$ cat src/hdl/bsm_pkg.sv
// ----------------------------------------------------------------------------
// bsm_pkg
// Shared types and constants for the bank-switching mapper with scanline IRQ.
// ----------------------------------------------------------------------------
package bsm_pkg;

    // Bus access kinds
    typedef enum logic [1:0] {
        OP_CPU_READ  = 2'd0,
        OP_CPU_WRITE = 2'd1,
        OP_PPU_READ  = 2'd2,
        OP_NT_REMAP  = 2'd3
    } bsm_op_t;

    // Memory that serves an access
    typedef enum logic [2:0] {
        TGT_NONE = 3'd0,
        TGT_WRAM = 3'd1,
        TGT_PRG  = 3'd2,
        TGT_CHR  = 3'd3,
        TGT_NT   = 3'd4
    } bsm_target_t;

    // Register groups decoded from CPU address bits 14:13 above 0x8000
    typedef enum logic [1:0] {
        RG_BANK   = 2'd0,
        RG_MIRROR = 2'd1,
        RG_IRQ    = 2'd2,
        RG_ENABLE = 2'd3
    } bsm_reg_group_t;

    // Configuration register indexes
    localparam logic CFG_PRG_UNITS = 1'b0;
    localparam logic CFG_FIXED_NT  = 1'b1;

    localparam int unsigned ADDR_W   = 16;
    localparam int unsigned DATA_W   = 8;
    localparam int unsigned CYCLE_W  = 32;
    localparam int unsigned MAP_W    = 21;
    localparam int unsigned NUM_BANK = 8;

    // Spacing that a pattern fetch must exceed to pass the A12 filter, in video clocks
    localparam logic [CYCLE_W-1:0] A12_FILTER_CYCLES = 32'd3;

    localparam logic [ADDR_W-1:0] LAST_ADDR_RESET = 16'hFFFF;
    localparam logic [7:0]        PRG_UNITS_RESET = 8'd2;

    // One bus access
    typedef struct packed {
        bsm_op_t              op;
        logic [ADDR_W-1:0]    address;
        logic [DATA_W-1:0]    write_data;
        logic [CYCLE_W-1:0]   ppu_cycle;
    } bsm_item_t;

    // Mapping state seen by the translator
    typedef struct packed {
        logic [DATA_W-1:0]                 bank_select;
        logic [NUM_BANK-1:0][DATA_W-1:0]   bank_regs;
        logic                              mirror_horizontal;
    } bsm_map_state_t;

endpackage

$ cat src/hdl/bsm_ctrl.sv
// ----------------------------------------------------------------------------
// bsm_ctrl
// Mapper register file, A12 edge filter and scanline IRQ counter.
// ----------------------------------------------------------------------------
module bsm_ctrl (
    input  logic                     aclk,
    input  logic                     aresetn,
    input  logic                     commit,
    input  bsm_pkg::bsm_item_t       item,
    output bsm_pkg::bsm_map_state_t  map_state,
    output logic                     irq_pulse
);
    import bsm_pkg::*;

    logic [DATA_W-1:0]               bank_select_reg, bank_select_next;
    logic [NUM_BANK-1:0][DATA_W-1:0] bank_regs_reg, bank_regs_next;
    logic                            mirror_reg, mirror_next;
    logic [7:0]                      latch_reg, latch_next;
    logic                            reload_reg, reload_next;
    logic [7:0]                      count_reg, count_next;
    logic                            enable_reg, enable_next;
    logic [CYCLE_W-1:0]              last_cycle_reg, last_cycle_next;
    logic [ADDR_W-1:0]               last_addr_reg, last_addr_next;

    logic [CYCLE_W-1:0]              cycle_gap;
    logic                            is_even;

    assign cycle_gap = item.ppu_cycle - last_cycle_reg;
    assign is_even   = ~item.address[0];

    assign map_state.bank_select       = bank_select_reg;
    assign map_state.bank_regs         = bank_regs_reg;
    assign map_state.mirror_horizontal = mirror_reg;

    // Decode register writes and clock the counter on a filtered A12 rise
    always_comb begin
        bank_select_next = bank_select_reg;
        bank_regs_next   = bank_regs_reg;
        mirror_next      = mirror_reg;
        latch_next       = latch_reg;
        reload_next      = reload_reg;
        count_next       = count_reg;
        enable_next      = enable_reg;
        last_cycle_next  = last_cycle_reg;
        last_addr_next   = last_addr_reg;
        irq_pulse        = 1'b0;
        if (commit) begin
            unique case (item.op)
                OP_CPU_WRITE: begin
                    if (item.address[15]) begin
                        unique case (bsm_reg_group_t'(item.address[14:13]))
                            RG_BANK: begin
                                if (is_even) begin
                                    bank_select_next = item.write_data;
                                end else begin
                                    bank_regs_next[bank_select_reg[2:0]] = item.write_data;
                                end
                            end
                            RG_MIRROR: begin
                                // odd addresses are RAM protect: ignore
                                if (is_even) begin
                                    mirror_next = item.write_data[0];
                                end
                            end
                            RG_IRQ: begin
                                if (is_even) begin
                                    latch_next = item.write_data;
                                end else begin
                                    reload_next = 1'b1;
                                end
                            end
                            RG_ENABLE: begin
                                enable_next = item.address[0];
                            end
                            default: begin
                                enable_next = enable_reg;
                            end
                        endcase
                    end
                end
                OP_PPU_READ: begin
                    if (item.address[15:13] == 3'b000 && cycle_gap > A12_FILTER_CYCLES) begin
                        last_cycle_next = item.ppu_cycle;
                        last_addr_next  = item.address;
                        if (!last_addr_reg[12] && item.address[12]) begin
                            if (count_reg == 8'd0 || reload_reg) begin
                                count_next  = latch_reg;
                                reload_next = 1'b0;
                            end else begin
                                count_next = count_reg - 8'd1;
                            end
                            irq_pulse = (count_next == 8'd0) && enable_reg;
                        end
                    end
                end
                default: begin
                    irq_pulse = 1'b0;
                end
            endcase
        end
    end

    // Hold state
    always_ff @(posedge aclk) begin
        if (!aresetn) begin
            bank_select_reg <= '0;
            bank_regs_reg   <= '0;
            mirror_reg      <= 1'b0;
            latch_reg       <= '0;
            reload_reg      <= 1'b0;
            count_reg       <= '0;
            enable_reg      <= 1'b0;
            last_cycle_reg  <= '0;
            last_addr_reg   <= LAST_ADDR_RESET;
        end else begin
            bank_select_reg <= bank_select_next;
            bank_regs_reg   <= bank_regs_next;
            mirror_reg      <= mirror_next;
            latch_reg       <= latch_next;
            reload_reg      <= reload_next;
            count_reg       <= count_next;
            enable_reg      <= enable_next;
            last_cycle_reg  <= last_cycle_next;
            last_addr_reg   <= last_addr_next;
        end
    end

endmodule

$ cat src/hdl/bsm_xlate.sv
// ----------------------------------------------------------------------------
// bsm_xlate
// Address translation: target memory and address for one bus access.
// ----------------------------------------------------------------------------
module bsm_xlate (
    input  bsm_pkg::bsm_item_t       item,
    input  bsm_pkg::bsm_map_state_t  map_state,
    input  logic [7:0]               prg_rom_units_16k,
    input  logic                     fixed_nametable,
    output bsm_pkg::bsm_target_t     target,
    output logic [20:0]              mapped_address
);
    import bsm_pkg::*;

    logic [7:0]  second_last;
    logic [7:0]  last_bank;
    logic [7:0]  r6;
    logic [7:0]  r7;
    logic [7:0]  prg_bank;
    logic [2:0]  chr_slot;
    logic [2:0]  chr_idx;
    logic [7:0]  chr_bank;
    logic [15:0] nt_addr;
    logic        is_wram;

    // Fixed banks follow from ROM size, modulo 256
    assign second_last = {prg_rom_units_16k[6:0], 1'b0} - 8'd2;
    assign last_bank   = {second_last[7:1], 1'b1};
    assign r6          = {2'b00, map_state.bank_regs[6][5:0]};
    assign r7          = {2'b00, map_state.bank_regs[7][5:0]};
    assign is_wram     = (item.address[15:13] == 3'b011);

    // Select the 8 KB program bank
    always_comb begin
        case (item.address[14:13])
            2'd0:    prg_bank = map_state.bank_select[6] ? second_last : r6;
            2'd1:    prg_bank = r7;
            2'd2:    prg_bank = map_state.bank_select[6] ? r6 : second_last;
            default: prg_bank = last_bank;
        endcase
    end

    // Pick the pattern bank register; layout flips on bank_select bit 7
    assign chr_slot = item.address[12:10];
    always_comb begin
        if (map_state.bank_select[7]) begin
            chr_idx = chr_slot[2] ? {2'b00, chr_slot[1]}
                                  : (3'd2 + {1'b0, chr_slot[1:0]});
        end else begin
            chr_idx = chr_slot[2] ? (3'd2 + {1'b0, chr_slot[1:0]})
                                  : {2'b00, chr_slot[1]};
        end
    end
    assign chr_bank = map_state.bank_regs[chr_idx];

    // Fold nametable space: horizontal mirroring moves A11 into A10
    always_comb begin
        nt_addr = item.address;
        if (map_state.mirror_horizontal) begin
            nt_addr[10] = item.address[11];
        end
        nt_addr[11] = 1'b0;
    end

    always_comb begin
        target         = TGT_NONE;
        mapped_address = '0;
        unique case (item.op)
            OP_CPU_READ, OP_CPU_WRITE: begin
                if (is_wram) begin
                    target         = TGT_WRAM;
                    mapped_address = {8'd0, item.address[12:0]};
                end else if (item.address[15] && item.op == OP_CPU_READ) begin
                    target         = TGT_PRG;
                    mapped_address = {prg_bank, item.address[12:0]};
                end
            end
            OP_PPU_READ: begin
                if (item.address[15:13] == 3'b000) begin
                    target = TGT_CHR;
                    if (chr_idx[2:1] == 2'b00) begin
                        mapped_address = {3'd0, chr_bank[7:1], item.address[10:0]};
                    end else begin
                        mapped_address = {3'd0, chr_bank, item.address[9:0]};
                    end
                end
            end
            OP_NT_REMAP: begin
                if (item.address[15:12] == 4'h2 && !fixed_nametable) begin
                    target         = TGT_NT;
                    mapped_address = {5'd0, nt_addr};
                end
            end
            default: begin
                target = TGT_NONE;
            end
        endcase
    end

endmodule

$ cat src/hdl/bank_switch_mapper_scanline_irq_core.sv
// ----------------------------------------------------------------------------
// bank_switch_mapper_scanline_irq_core
// Cartridge bank-switching mapper with scanline IRQ counter.
//
// Each input word is one bus access (CPU read, CPU write, video pattern
// fetch or nametable remap); each produces exactly one output word holding
// the memory that serves it, the translated address and an IRQ pulse flag.
// An access is registered on entry, then translated and applied to the
// mapper registers as it moves into the output register; one word is taken
// every cycle, limited only by the output side's tready. The mapper state
// is updated as each word moves to the output register, so back-to-back
// accesses see all earlier writes and counter clocks. Configuration writes
// are applied at once and must only be issued while no word is in flight.
// The ROMs and work RAM are external.
// ----------------------------------------------------------------------------
module bank_switch_mapper_scanline_irq_core (
    input  logic        aclk,
    input  logic        aresetn,
    // config: 0 prg_rom_units_16k, 1 fixed_nametable
    input  logic        cfg_we,
    input  logic        cfg_addr,
    input  logic [7:0]  cfg_wdata,
    input  logic        s_tvalid,
    output logic        s_tready,
    input  logic [55:0] s_tdata,  // address[15:0], write_data[23:16], ppu_cycle[55:24]
    input  logic [1:0]  s_tuser,  // op[1:0]
    output logic        m_tvalid,
    input  logic        m_tready,
    output logic [23:0] m_tdata,  // mapped_address[20:0], irq_pulse[21], zero[23:22]
    output logic [2:0]  m_tuser   // target[2:0]
);
    import bsm_pkg::*;

    logic                 in_valid_reg;
    bsm_item_t            in_item_reg;
    logic                 out_valid_reg;
    bsm_target_t          out_target_reg;
    logic [MAP_W-1:0]     out_addr_reg;
    logic                 out_pulse_reg;
    logic [7:0]           prg_units_reg;
    logic                 fixed_nt_reg;

    logic                 advance;
    bsm_map_state_t       map_state;
    logic                 irq_pulse;
    bsm_target_t          target;
    logic [MAP_W-1:0]     mapped_address;

    assign advance  = in_valid_reg && (!out_valid_reg || m_tready);
    assign s_tready = !in_valid_reg || advance;

    bsm_ctrl u_ctrl (
        .aclk      (aclk),
        .aresetn   (aresetn),
        .commit    (advance),
        .item      (in_item_reg),
        .map_state (map_state),
        .irq_pulse (irq_pulse)
    );

    bsm_xlate u_xlate (
        .item              (in_item_reg),
        .map_state         (map_state),
        .prg_rom_units_16k (prg_units_reg),
        .fixed_nametable   (fixed_nt_reg),
        .target            (target),
        .mapped_address    (mapped_address)
    );

    // Configuration registers
    always_ff @(posedge aclk) begin
        if (!aresetn) begin
            prg_units_reg <= PRG_UNITS_RESET;
            fixed_nt_reg  <= 1'b0;
        end else if (cfg_we) begin
            if (cfg_addr == CFG_PRG_UNITS) begin
                prg_units_reg <= cfg_wdata;
            end else begin
                fixed_nt_reg <= cfg_wdata[0];
            end
        end
    end

    // Input register: take a word whenever the slot frees up
    always_ff @(posedge aclk) begin
        if (!aresetn) begin
            in_valid_reg <= 1'b0;
        end else if (s_tready) begin
            in_valid_reg <= s_tvalid;
        end
    end

    always_ff @(posedge aclk) begin
        if (s_tvalid && s_tready) begin
            in_item_reg.op         <= bsm_op_t'(s_tuser);
            in_item_reg.address    <= s_tdata[15:0];
            in_item_reg.write_data <= s_tdata[23:16];
            in_item_reg.ppu_cycle  <= s_tdata[55:24];
        end
    end

    // Output register: load on advance, drop once taken
    always_ff @(posedge aclk) begin
        if (!aresetn) begin
            out_valid_reg <= 1'b0;
        end else if (advance) begin
            out_valid_reg <= 1'b1;
        end else if (m_tready) begin
            out_valid_reg <= 1'b0;
        end
    end

    always_ff @(posedge aclk) begin
        if (advance) begin
            out_target_reg <= target;
            out_addr_reg   <= mapped_address;
            out_pulse_reg  <= irq_pulse;
        end
    end

    assign m_tvalid = out_valid_reg;
    assign m_tdata  = {2'b00, out_pulse_reg, out_addr_reg};
    assign m_tuser  = out_target_reg;

endmodule

$ cat config.mk
export PLATFORM = sky130hd
export DESIGN_NAME = bank_switch_mapper_scanline_irq_core
export DESIGN_NICKNAME = d
export VERILOG_FILES = /design/src/hdl/bsm_pkg.sv /design/src/hdl/bsm_ctrl.sv /design/src/hdl/bsm_xlate.sv /design/src/hdl/bank_switch_mapper_scanline_irq_core.sv
export SDC_FILE = /design/constraint.sdc
export NUM_CORES = 1
export LEC_CHECK = 0
export ABC_AREA = 1
export BUFFER_PORTS_ARGS = -buffer_cell sky130_fd_sc_hd__buf_2
export CORE_UTILIZATION = 55
export CTS_CLUSTER_SIZE = 25
export DETAILED_ROUTE_END_ITERATION = 8
export PLACE_DENSITY = 0.84
export SLEW_MARGIN = 20
export SYNTH_ARGS = -nofsm -noshare
export SYNTH_HDL_FRONTEND = slang
export SYNTH_SLANG_ARGS = --single-unit
$ cat constraint.sdc
create_clock -name aclk -period 6.7 [get_ports aclk]
set_input_delay 0.335 -clock aclk [delete_from_list [all_inputs] [get_ports aclk]]
set_output_delay 0.335 -clock aclk [all_outputs]
set_load 0.03 [all_outputs]
==> results.md <==
- Outcome: finished, final reports clean
- Area grow syn2layout: 17.8%
- Worst Path Required: 7110 ps
- Wire per inst: roughly 14 um
- Min-delay src: cfg_wdata[1]
- Total Die Area: slightly above 20,000 um^2
- Worst r2r src: in_item_reg[0]
- Cts bufs inserted: 23
- Share of cells above drive strength 1: 0.112
- Initial drt markers: 700
- Core Region: 19,500 um^2
- Maximum number of pins on one net before global-route repair: between 80 and 90
- CTS tree: yes
- Crit path max fanout: 35
- Io pins: 101
- Least-Margin Pin Slew: 974 ps
- CP Launch Type: flop
- Synthesized netlist cell count: 1,462
- Fin crit period: around 3500 ps
- Leak Pwr: 5.62 nW
- TritonRoute pass-1 iters: 6
- Die W: around 140 um
- Synthesized area per cell: between 7 and 8 um^2
- Worst skew pair latency: 520 ps
- Commonest non-fill, non-tap cell in the layout: nand2_1
- Max-capacitance violation count: 0
- Achievable frequency: just under 0.3 GHz
- FF+latch count, synth: 208
- Yosys Warn Count: 0
- Routed Antenna Nets: 0
- Commonest non-fill, non-tap cells in the layout: nand2_1 (322), inv_1 (245), nor2_1 (155), dfxtp_1 (125), o21ai_0 (108)
- Remaining DRCs: 0
- Pwr Density: 229 nW/um^2
- Initial antenna violation count: 1
- Area of the multi-input gates: 4750 um^2
- H-tree levels: 1
- Post-synth EDFFs: 83
- Hold EP: prg_units_reg[1]
- R2R Path End: u_ctrl.last_cycle_reg[13]
- Starting Density: 0.562
- Buffers on Ports: between 90 and 100
- Vias/cell: a little over 5
- Clock sink total: 208
- Peak VDD IR: between 0.2 and 0.25 mV
- Row cnt: 51
- Critical Path AT: 3880 ps
- CTS max path bufs: 3
- Worst Hold Path Cells: 3
- Cell area after synthesis: approximately 11,000 um^2
- RSZ-0062 raised after global routing: no
- Dpl hpwl: approximately 18,000 um
- CP Class: flop to flop
- Post-synth ARST share: 0
- Top FF cell, synth: dfxtp_1
- Critical path endpoint category: flop
- Global-route wire length before repair: 43,700 um
- Overall global routing resource usage: 0.269
- Final Cycle Share: 0.517
- Worst Hold Class: input pin to flop
- Final setup TNS: 0 ps
- RD Place Congestion: 0.957
- CTS clk-pin slew, worst paths: 60 ps
- Die Y: 143 um
- Fill count: 1,622
- Reg2Reg Setup Slack: 3230 ps
- Library cells used by synthesis: 46
- Vias in the first global route: between 9k and 10k
- Final hold slack: 28.9 ps
- Seq/Total Area, Yosys: 0.457
- Max-slew violations: 0
- Slew HR: 0.348
- Final Setup Violations: 0
- Via count: roughly 9.7k
- Grt total ovfl: 0
- Routed WL: 26,800 um
- Final hold violation count: 0
- Worst reg2reg path depth: 21
- Worst Skew: around 7 ps
- Storage cell area: 4990 um^2
- CTS root buf: clkbuf_16
- Final Net Count: 1,711
[worst max-delay path by stage]
stage              startpoint                        end  slack (ps)
2_1_floorplan  in_item_reg[0]   u_ctrl.last_cycle_reg[2]        4110
3_3_place_gp   in_item_reg[0]   u_ctrl.last_cycle_reg[0]        3340
3_5_place_dp   in_item_reg[0]   u_ctrl.last_cycle_reg[8]        3280
5_1_grt        in_item_reg[0]  u_ctrl.last_cycle_reg[13]        2910
6_report       in_item_reg[0]  u_ctrl.last_cycle_reg[13]        3230
4_1_cts        in_item_reg[0]  u_ctrl.last_cycle_reg[13]        3250
[synth_stat cells (2+ instances only)]
library cell	n	area (um^2)
nor4_1	2	12.5
and2_1	3	18.8
nand4_1	15	93.8
dfxtp_1	125	2500
nor2_1	155	582
o21ai_0	109	546
a31oi_1	3	18.8
xor2_1	11	96.3
nor2_2	35	219
o221ai_1	3	26.3
xnor2_1	4	35.0
nand2_2	3	18.8
o21a_1	2	15.0
nor3b_1	9	67.6
inv_1	247	927
a22oi_1	2	15.0
buf_4	3	22.5
inv_2	3	11.3
nand3b_1	2	15.0
clkinv_1	5	18.8
buf_6	7	78.8
nand2_1	322	1210
buf_1	3	11.3
o21ai_1	29	145
nand3_1	59	295
a21oi_1	100	500
clkbuf_1	29	109
edfxtp_1	83	2490
nor3_1	14	70.1
o22ai_1	5	31.3
o211ai_1	21	158
ha_1	34	425
mux2i_1	2	20.0
[worst max-delay path, cell delays in order, from the launching register on]
cell and delay (ps):
edfxtp_1 330, inv_1 40, ha_1 220, fa_1 420
inv_1 130, nand2_1 60, nand2_1 80, nand3_1 110
nand2_2 130, nand2_1 70, nand2_1 90, nand2_1 80
nand3_1 70, nand2_1 50, nor2_1 100, nand2_1 70
nor2_2 150, nand3_4 150, nand2_4 370, inv_4 310
nor2_2 200, nor2_1 80
[power by group]
part           switching (W)  internal, W  leakage [nW]
Sequential         0.0000264      0.00136          1.81
Clock               0.000509     0.000737         0.362
Combinational       0.000205     0.000121          3.45
[through the flow]
stage	area, um^2	total power, W	utilization	cells	setup WS (ps)
floorplan	10900	0.00161	-	1463	4110
global placement	11600	0.00169	0.594	1786	3340
detailed placement	11600	0.00170	0.594	1786	3280
CTS	12900	0.00296	0.662	1886	3250
global route	12900	0.00306	0.662	1887	2910
finish	12900	0.00295	0.662	1887	3230
[cell type report]
type / instances / share of cell area
Inverter: 256 / 0.0748
Clock inverter: 9 / 0.00826
Antenna cell: 1 / 0.000194
Multi-Input combinational cell: 956 / 0.369
Sequential cell: 208 / 0.388
Timing Repair Buffer: 159 / 0.0851
Clock buffer: 33 / 0.0492
Tap cell: 265 / 0.0257
[logic make-up after synthesis]
family,share of synthesized area
AO/OA/AOI/OAI,0.138
adder cells (fa/ha/maj),0.0408
other,0.000343
multiplexers,0.00183
XOR/XNOR,0.0120
buffers and inverters,0.109
flip-flops,0.457
AND/OR/NAND/NOR,0.242
[per-layer routing]
| metal | vias to the layer above | share of wire | track usage |
|---|---|---|---|
| met1 | 4383 | 0.40 | 0.299 |
| met4 | 0 | 0.039 | 0.123 |
| met5 | - | 0 | 0 |
| met3 | 75 | 0.047 | 0.0379 |
| met2 | 281 | 0.51 | 0.506 |
| li1 | 4973 | - | - |
[repair_timing]
action / CTS / global route
setup endpoints to repair: 0 / 0
hold buffers: 58 / 0
endpoints found under the hold margin: 58 / 0
resized for setup: 0 / 0
buffers inserted: 0 / 0
(Power assumes the default switching activity.)
